`src/rtl/jtse_pkg.sv`:
```
package jtse_pkg;

  localparam int unsigned MAX_TITLES  = 15;
  localparam int unsigned TITLE_BYTES = 128;

  // Counter widths follow from the limits above.
  localparam int unsigned TIDX_W = $clog2(MAX_TITLES + 1);
  localparam int unsigned CCNT_W = $clog2(TITLE_BYTES);

  // Result queue between the parser and the output port.
  localparam int unsigned QDEPTH = 4;
  localparam int unsigned QPTR_W = $clog2(QDEPTH);
  localparam int unsigned QCNT_W = $clog2(QDEPTH + 1);

  // Byte values the parser looks for.
  localparam logic [7:0] CH_NUL    = 8'd0;
  localparam logic [7:0] CH_TAB    = 8'd9;
  localparam logic [7:0] CH_LF     = 8'd10;
  localparam logic [7:0] CH_CR     = 8'd13;
  localparam logic [7:0] CH_SPACE  = 8'd32;
  localparam logic [7:0] CH_QUOTE  = 8'd34;
  localparam logic [7:0] CH_QMARK  = 8'd63;
  localparam logic [7:0] CH_BSLASH = 8'd92;
  localparam logic [7:0] CH_LOW_N  = 8'd110;
  localparam logic [7:0] CH_LOW_R  = 8'd114;
  localparam logic [7:0] CH_LOW_T  = 8'd116;
  localparam logic [7:0] CH_LOW_U  = 8'd117;
  localparam logic [7:0] CH_DEL    = 8'd127;

  localparam logic [2:0] KEY_LAST_POS = 3'd7;
  localparam logic [2:0] USKIP_LEN    = 3'd4;

  typedef enum logic [1:0] {
    KIND_CHAR = 2'd0,
    KIND_DONE = 2'd1,
    KIND_DROP = 2'd2,
    KIND_END  = 2'd3
  } kind_e;

  typedef enum logic [5:0] {
    MODE_SEARCH = 6'b000001,
    MODE_GAP    = 6'b000010,
    MODE_STR    = 6'b000100,
    MODE_ESC    = 6'b001000,
    MODE_USKIP  = 6'b010000,
    MODE_FULL   = 6'b100000
  } mode_e;

  typedef struct packed {
    kind_e      kind;
    logic [3:0] slot;
    logic [6:0] out_char;
    logic [3:0] title_total;
  } result_t;

  // Up to two result words per input byte; res[0] goes out first.
  typedef struct packed {
    logic [1:0]        n;
    result_t [1:0]     res;
  } step_t;

  // The key pattern "title": one byte per match position.
  function automatic logic [7:0] key_char(input logic [2:0] pos);
    logic [7:0] ch;
    case (pos)
      3'd0:    ch = CH_QUOTE;
      3'd1:    ch = 8'd116;
      3'd2:    ch = 8'd105;
      3'd3:    ch = 8'd116;
      3'd4:    ch = 8'd108;
      3'd5:    ch = 8'd101;
      3'd6:    ch = CH_QUOTE;
      default: ch = 8'd58;
    endcase
    return ch;
  endfunction

endpackage

```
`src/rtl/jtse_parse.sv`:
```
module jtse_parse (
  input  logic                clk_i,
  input  logic                rst_ni,
  input  logic                fire_i,
  input  logic [7:0]          in_byte_i,
  input  logic                is_last_i,
  input  logic                no_byte_i,
  output jtse_pkg::step_t     step_o
);

  jtse_pkg::mode_e                   mode_q, mode_d;
  logic [2:0]                        match_q, match_d;
  logic [2:0]                        skip_q, skip_d;
  logic [jtse_pkg::CCNT_W-1:0]       ccnt_q, ccnt_d;
  logic [jtse_pkg::TIDX_W-1:0]       tidx_q, tidx_d;

  logic [7:0]                        c;
  logic [7:0]                        v;
  logic                              keep;
  logic                              have_char;
  logic                              have_done;
  logic [jtse_pkg::TIDX_W-1:0]       done_slot;
  logic                              in_string;
  jtse_pkg::result_t                 end_res;

  always_comb begin
    mode_d    = mode_q;
    match_d   = match_q;
    skip_d    = skip_q;
    ccnt_d    = ccnt_q;
    tidx_d    = tidx_q;
    keep      = 1'b0;
    v         = '0;
    have_char = 1'b0;
    have_done = 1'b0;
    done_slot = tidx_q;
    step_o    = '0;
    c         = (in_byte_i == jtse_pkg::CH_NUL) ? jtse_pkg::CH_SPACE : in_byte_i;

    if (!no_byte_i) begin
      case (mode_q)
        jtse_pkg::MODE_SEARCH: begin
          if (c == jtse_pkg::key_char(match_q)) begin
            if (match_q == jtse_pkg::KEY_LAST_POS) begin
              match_d = '0;
              mode_d  = jtse_pkg::MODE_GAP;
            end else begin
              match_d = match_q + 3'd1;
            end
          end else if (match_q == jtse_pkg::KEY_LAST_POS && c == jtse_pkg::CH_LOW_T) begin
            // A t where the colon belongs restarts the key at "t, reusing the quote before it.
            match_d = 3'd2;
          end else if (c == jtse_pkg::CH_QUOTE) begin
            match_d = 3'd1;
          end else begin
            match_d = '0;
          end
        end
        jtse_pkg::MODE_GAP: begin
          if (c inside {jtse_pkg::CH_SPACE, jtse_pkg::CH_TAB, jtse_pkg::CH_LF,
                        jtse_pkg::CH_CR}) begin
            mode_d = jtse_pkg::MODE_GAP;
          end else if (c == jtse_pkg::CH_QUOTE) begin
            ccnt_d = '0;
            mode_d = jtse_pkg::MODE_STR;
          end else begin
            match_d = '0;
            mode_d  = jtse_pkg::MODE_SEARCH;
          end
        end
        jtse_pkg::MODE_STR: begin
          if (c == jtse_pkg::CH_BSLASH) begin
            mode_d = jtse_pkg::MODE_ESC;
          end else if (c == jtse_pkg::CH_QUOTE) begin
            if (ccnt_q != '0) begin
              have_done = 1'b1;
              tidx_d    = tidx_q + jtse_pkg::TIDX_W'(1);
            end
            ccnt_d  = '0;
            match_d = '0;
            mode_d  = (tidx_d >= jtse_pkg::TIDX_W'(jtse_pkg::MAX_TITLES)) ?
                      jtse_pkg::MODE_FULL : jtse_pkg::MODE_SEARCH;
          end else begin
            keep = 1'b1;
            v    = c;
          end
        end
        jtse_pkg::MODE_ESC: begin
          keep   = 1'b1;
          mode_d = jtse_pkg::MODE_STR;
          if (c inside {jtse_pkg::CH_LOW_N, jtse_pkg::CH_LOW_T, jtse_pkg::CH_LOW_R}) begin
            v = jtse_pkg::CH_SPACE;
          end else if (c == jtse_pkg::CH_LOW_U) begin
            v      = jtse_pkg::CH_QMARK;
            skip_d = jtse_pkg::USKIP_LEN;
            mode_d = jtse_pkg::MODE_USKIP;
          end else begin
            v = c;
          end
        end
        jtse_pkg::MODE_USKIP: begin
          if (skip_q != '0) begin
            skip_d = skip_q - 3'd1;
          end
          if (skip_d == '0) begin
            mode_d = jtse_pkg::MODE_STR;
          end
        end
        jtse_pkg::MODE_FULL: begin
          mode_d = jtse_pkg::MODE_FULL;
        end
        default: begin
          mode_d  = jtse_pkg::MODE_SEARCH;
          match_d = '0;
        end
      endcase

      if (keep && v >= jtse_pkg::CH_SPACE && v < jtse_pkg::CH_DEL &&
          ccnt_q < jtse_pkg::CCNT_W'(jtse_pkg::TITLE_BYTES - 1)) begin
        ccnt_d    = ccnt_q + jtse_pkg::CCNT_W'(1);
        have_char = 1'b1;
      end
    end

    in_string = (mode_d == jtse_pkg::MODE_STR) || (mode_d == jtse_pkg::MODE_ESC) ||
                (mode_d == jtse_pkg::MODE_USKIP);

    end_res             = '0;
    end_res.kind        = jtse_pkg::KIND_END;
    end_res.title_total = 4'(tidx_d);

    if (is_last_i) begin
      if (in_string || have_done) begin
        step_o.n          = 2'd2;
        step_o.res[0].kind = in_string ? jtse_pkg::KIND_DROP : jtse_pkg::KIND_DONE;
        step_o.res[0].slot = in_string ? 4'(tidx_d) : 4'(done_slot);
        step_o.res[1]     = end_res;
      end else begin
        step_o.n      = 2'd1;
        step_o.res[0] = end_res;
      end
      // The end of the stream puts the parser back to its starting point.
      mode_d  = jtse_pkg::MODE_SEARCH;
      match_d = '0;
      skip_d  = '0;
      ccnt_d  = '0;
      tidx_d  = '0;
    end else if (have_char) begin
      step_o.n                = 2'd1;
      step_o.res[0].kind      = jtse_pkg::KIND_CHAR;
      step_o.res[0].slot      = 4'(tidx_q);
      step_o.res[0].out_char  = v[6:0];
    end else if (have_done) begin
      step_o.n           = 2'd1;
      step_o.res[0].kind = jtse_pkg::KIND_DONE;
      step_o.res[0].slot = 4'(done_slot);
    end
  end

  always_ff @(posedge clk_i or negedge rst_ni) begin
    if (!rst_ni) begin
      mode_q  <= jtse_pkg::MODE_SEARCH;
      match_q <= '0;
      skip_q  <= '0;
      ccnt_q  <= '0;
      tidx_q  <= '0;
    end else if (fire_i) begin
      mode_q  <= mode_d;
      match_q <= match_d;
      skip_q  <= skip_d;
      ccnt_q  <= ccnt_d;
      tidx_q  <= tidx_d;
    end
  end

endmodule

```
`src/rtl/json_title_string_extractor.sv`:
```
// Extracts the string values of "title": keys from a byte stream, one byte
// per input word. Each kept title character leaves as one output word tagged
// with its slot; a closing quote of a non-empty title gives a completion
// word, and the word with tlast set gives a stream-done word with the title
// count (preceded by a dropped word if it cut a title off, or by a completion
// word if it closed one). The block takes a byte every cycle while the queue
// has room: the input register feeds the parser, whose words go into a
// four-entry result queue that drives the output. Only the end-of-stream byte
// can make two words, and the input stalls only when the queue cannot take two
// more words.
module json_title_string_extractor (
  input  logic        clk_i,
  input  logic        rst_ni,
  input  logic        s_axis_tvalid,
  output logic        s_axis_tready,
  input  logic [7:0]  s_axis_tdata,   // [7:0] in_byte
  input  logic        s_axis_tlast,
  input  logic        s_axis_tuser,   // [0] no_byte
  output logic        m_axis_tvalid,
  input  logic        m_axis_tready,
  output logic [15:0] m_axis_tdata,   // [3:0] slot, [10:4] out_char, [14:11] title_total
  output logic [1:0]  m_axis_tuser    // [1:0] kind
);

  logic                              in_valid_q;
  logic [7:0]                        in_byte_q;
  logic                              in_last_q;
  logic                              in_nob_q;
  logic                              fire;

  jtse_pkg::step_t                   step;
  jtse_pkg::result_t                 queue_q [jtse_pkg::QDEPTH];
  logic [jtse_pkg::QPTR_W-1:0]       wr_ptr_q;
  logic [jtse_pkg::QPTR_W-1:0]       rd_ptr_q;
  logic [jtse_pkg::QCNT_W-1:0]       cnt_q, cnt_d;
  logic [1:0]                        push_n;
  logic                              pop;
  jtse_pkg::result_t                 head;

  // Parse the held byte only when the queue has room for two words.
  assign fire          = in_valid_q && (cnt_q <= jtse_pkg::QCNT_W'(jtse_pkg::QDEPTH - 2));
  assign s_axis_tready = !in_valid_q || fire;

  always_ff @(posedge clk_i or negedge rst_ni) begin
    if (!rst_ni) begin
      in_valid_q <= 1'b0;
    end else if (s_axis_tready) begin
      in_valid_q <= s_axis_tvalid;
    end
  end

  always_ff @(posedge clk_i) begin
    if (s_axis_tready && s_axis_tvalid) begin
      in_byte_q <= s_axis_tdata;
      in_last_q <= s_axis_tlast;
      in_nob_q  <= s_axis_tuser;
    end
  end

  jtse_parse u_parse (
    .clk_i     (clk_i),
    .rst_ni    (rst_ni),
    .fire_i    (fire),
    .in_byte_i (in_byte_q),
    .is_last_i (in_last_q),
    .no_byte_i (in_nob_q),
    .step_o    (step)
  );

  assign push_n = fire ? step.n : 2'd0;
  assign pop    = m_axis_tvalid && m_axis_tready;
  assign cnt_d  = cnt_q + jtse_pkg::QCNT_W'(push_n) - jtse_pkg::QCNT_W'(pop);

  always_ff @(posedge clk_i or negedge rst_ni) begin
    if (!rst_ni) begin
      wr_ptr_q <= '0;
      rd_ptr_q <= '0;
      cnt_q    <= '0;
    end else begin
      wr_ptr_q <= wr_ptr_q + jtse_pkg::QPTR_W'(push_n);
      rd_ptr_q <= rd_ptr_q + jtse_pkg::QPTR_W'(pop);
      cnt_q    <= cnt_d;
    end
  end

  always_ff @(posedge clk_i) begin
    if (push_n != 2'd0) begin
      queue_q[wr_ptr_q] <= step.res[0];
    end
    if (push_n == 2'd2) begin
      queue_q[wr_ptr_q + jtse_pkg::QPTR_W'(1)] <= step.res[1];
    end
  end

  assign head          = queue_q[rd_ptr_q];
  assign m_axis_tvalid = (cnt_q != '0);
  assign m_axis_tuser  = head.kind;
  assign m_axis_tdata  = {1'b0, head.title_total, head.out_char, head.slot};

endmodule
```
`config.mk`:
```
export PLATFORM = sky130hd
export DESIGN_NAME = json_title_string_extractor
export DESIGN_NICKNAME = d
export VERILOG_FILES = /design/src/rtl/jtse_pkg.sv /design/src/rtl/jtse_parse.sv /design/src/rtl/json_title_string_extractor.sv
export SDC_FILE = /design/constraint.sdc
export NUM_CORES = 1
export LEC_CHECK = 0
export ABC_AREA = 1
export CORE_UTILIZATION = 59
export CTS_CLUSTER_DIAMETER = 80
export DETAILED_ROUTE_END_ITERATION = 8
export DONT_BUFFER_PORTS = 1
export PLACE_DENSITY_LB_ADDON = 0.2
export SYNTH_ARGS = -nofsm -noshare
export SYNTH_HDL_FRONTEND = slang
export SYNTH_SLANG_ARGS = --single-unit
```
`constraint.sdc`:
```
create_clock -name clk_i -period 4.6 [get_ports clk_i]
set_clock_uncertainty 0.15 [all_clocks]
set_input_delay 1.38 -clock clk_i [delete_from_list [all_inputs] [get_ports clk_i]]
set_output_delay 1.38 -clock clk_i [all_outputs]
set_load 0.05 [all_outputs]
```
==> metrics.md <==
| Metric | Value |
|---|---|
| Clk sinks | 109 |
| Total Die Area | 0.0120 mm² |
| Depth of the most critical reg-to-reg path | 25 |
| GRT Util Overall | 30.4% |
| Slew headroom | 44.6% |
| Cts bufs inserted | 9 |
| Share of layout cells above drive strength 1 | 9.44% |
| WP data required | 4.74 ns |
| Post-synth ARST share | 28.4% |
| Post-CTS setup buffers | 0 |
| Worst setup margin | 0.642 ns |
| Antenna violations before repair | 0 |
| Setup CP Type | flip-flop to flip-flop |
| Root buf cell | clkbuf_16 |
| Clk_lat worst skew | 0.37 ns |
| Met3 routed wirelength | 1.17 mm |
| H-tree levels | 3 |
| # IOs | 34 |
| PD cells | 576 mW/mm² |
| Remaining DRCs | 0 |
| Wirelength per Cell | 16.0 µm |
| Area contributors post-synth | edfxtp_1 15%, dfxtp_1 13%, nand2_1 13% |
| Post-route ant nets | 0 |
| Syn_nets | 951 |
| Hpwl dp | 12.2 mm |
| DR top layer | met4 |
| VDD IR-drop max | 0.000560 V |
| Leakage | 3.54 nW |
| Worst Path Arrival | 4.10 ns |
| Initial Utilization | 61.7% |
| Final Max Tran Viols | 0 |
| Synth area leader | edfxtp_1 |
| RSZ-0062 raised after global routing | no |
| Setup TNS Final | 0 ns |
| Pre-antenna DRT Iters | 5 |
| Syn Area/Cell | 7.44 µm² |
| Clk slew on worst S/H paths | 0.08 ns |
| CTS tree | built |
| Vias/cell | 5.79 |
| Most frequent cell after synthesis | nand2_1 |
| Worst-path maximum fanout | 6 |
| Final setup violation count | 0 |
| Mapped Area | 0.00683 mm² |
| Yosys top cell area share | 14.9% |
| Die Wd | 110 µm |
| Placer congestion estimate | 1.03 |
| R2R Setup Slk | 0.64 ns |
| Synth cell count leaders | 232 x nand2_1, 122 x inv_1, 96 x nor2_1 |
| Netlist cell types | 55 |
| Die Height | 110 µm |
| CP Launch Type | flip-flop |
| Setup WS pre-CTS | 0.639 ns |
| Metal-1 WL | 7.30 mm |
| F_max | 253 MHz |
| Mapped Cells | 918 |
| Largest buffer count on any clock path | 2 |
| Max Cap Viol | 0 |
| Post_cts resized | 0 |
| Final worst-path cycle share | 86.0% |
| Non-Filler Instances | 1062 |
| Hold Path Depth | 1 |
| Reg2reg end | cnt_q[2] |
| IO Port Bufs | 0 |
| Nets@finish | 950 |
| CTS hold repair buffers | 0 |
| Total number of vias | 6151 |
| Largest net degree at the start of global routing | 39 |
| Sequential area share after synthesis | 39.2% |
| Worst setup EP type | flip-flop |
| Core area | 0.0111 mm² |
| Filler cell count | 910 |
| WL met2 | 8.18 mm |
| Post-layout util | 65.7% |
| Global-route wire length before repair | 27.6 mm |
| R2R Path Start | u_parse.ccnt_q[0] |
| Vias in the first global route | 5751 |
| Drt total wl | 17.0 mm |
| Hold Path Class | flip-flop to flip-flop |
| Synth warn | 0 |
| Num rows | 38 |
| N_diodes | 0 |
| Synthesis-to-finish area growth | 6.48% |
| Final hold vios | 0 |
| Post-synth EDFFs | 34 |
| Worst slew pin tran | 0.831 ns |
| End of the worst hold path | cnt_q[2] |
| Hold_sp | cnt_q[2] |
| Grt ovf | 0 |
| Ys flop type | dfxtp_1 |
| Placed cell count | 1046 |
| Status | finished clean |
| Tmin final | 3.96 ns |
| Register bit total from synthesis | 109 |
| Initial DRC count | 465 |
## stage by stage
step                total power [W]  hold slack [ns]  instance area [µm²]
floorplan                   0.00291            0.314                 6830
global placement            0.00336            0.352                 6980
detailed placement          0.00341            0.358                 6980
CTS                         0.00420            0.374                 7280
global route                0.00445            0.410                 7280
finish                      0.00420            0.371                 7280
## final cells by class
| type | instances | area, µm² | share of cell area, % |
|---|---|---|---|
| clock inverters | 5 | 41.3 | 0.567 |
| repair buffers | 23 | 173 | 2.37 |
| well taps | 140 | 175 | 2.41 |
| inverters | 129 | 484 | 6.65 |
| flip-flops and latches | 109 | 2680 | 36.8 |
| multi-input cells | 645 | 3470 | 47.7 |
| clock buffers | 11 | 253 | 3.47 |
## kinds of logic (layout without fill, tap and decap cells)
family / count (synthesis) / count (layout) / synth area share [%]
flops: 109 / 109 / 39.2
other cells: 1 / 1 / 0.0549
fa+ha+maj: 19 / 19 / 3.59
buf+inv: 164 / 168 / 10.0
simple gates: 441 / 441 / 31.3
xor+xnor: 11 / 11 / 1.41
compound gates: 173 / 173 / 14.4
## layout by cell type (no fill, tap or decap), types with 23 or more instances in the layout
master,n
a21oi_1,40
buf_4,23
nand2_1,232
dfrtp_1,30
inv_1,122
edfxtp_1,34
dfxtp_1,44
nand4_1,26
nor2_1,95
o21ai_0,77
nand3_1,37
## how the worst max path moves through the flow
stage / startpoint / end / depth (start not counted) / slack (ns)
after global routing: u_parse.ccnt_q[0] / cnt_q[2] / 25 / 0.29
final: u_parse.ccnt_q[0] / cnt_q[2] / 25 / 0.64
after CTS: u_parse.ccnt_q[0] / cnt_q[2] / 25 / 0.63
after detailed placement: u_parse.ccnt_q[0] / cnt_q[2] / 25 / 0.64
after floorplan: u_parse.match_q[0] / cnt_q[2] / 25 / 0.98
after global placement: u_parse.ccnt_q[0] / cnt_q[2] / 25 / 0.78
## registers in the layout, indices dropped and copies added (netlist names), 2 cells and up
signal	flops
u_parse.ccnt_q	7
queue_q	68
rd_ptr_q	2
cnt_q	3
u_parse.match_q	3
in_byte_q	8
u_parse.skip_q	3
wr_ptr_q	2
u_parse.done_slot	4
u_parse.mode_q	6
## worst max-delay path, cell delays in order, from the launching register on
cell and delay (ns):
dfrtp_1 0.39, inv_1 0.11, ha_1 0.15, inv_1 0.04, nor2_1 0.11, nand3_1 0.20, o21ai_0 0.25, nor2_1 0.07
nand2_1 0.10, nor2_4 0.04, nand2_1 0.06, nand2_1 0.05, nand2_1 0.05, nand2_1 0.12, nor2_1 0.25, nand3_4 0.15
nand3_4 0.18, nand2_1 0.09, nand3_1 0.11, ha_1 0.24, inv_1 0.05, ha_1 0.12, inv_1 0.05, fa_1 0.37
xnor2_1 0.18, xor2_1 0.16
## power breakdown
part / internal (W) / switching (W) / leakage, nW
logic: 0.000567 / 0.00152 / 2.32
clock network: 0.000404 / 0.000379 / 0.144
registers: 0.00120 / 0.000126 / 1.08
## metal layers
metal  track usage (%)  vias to the layer above
met3              6.28                       34
met1              38.0                     2884
met2              51.9                      244
li1                  -                     2989
met5                 0                        -
met4              11.0                        0
(Power assumes the default switching activity.)
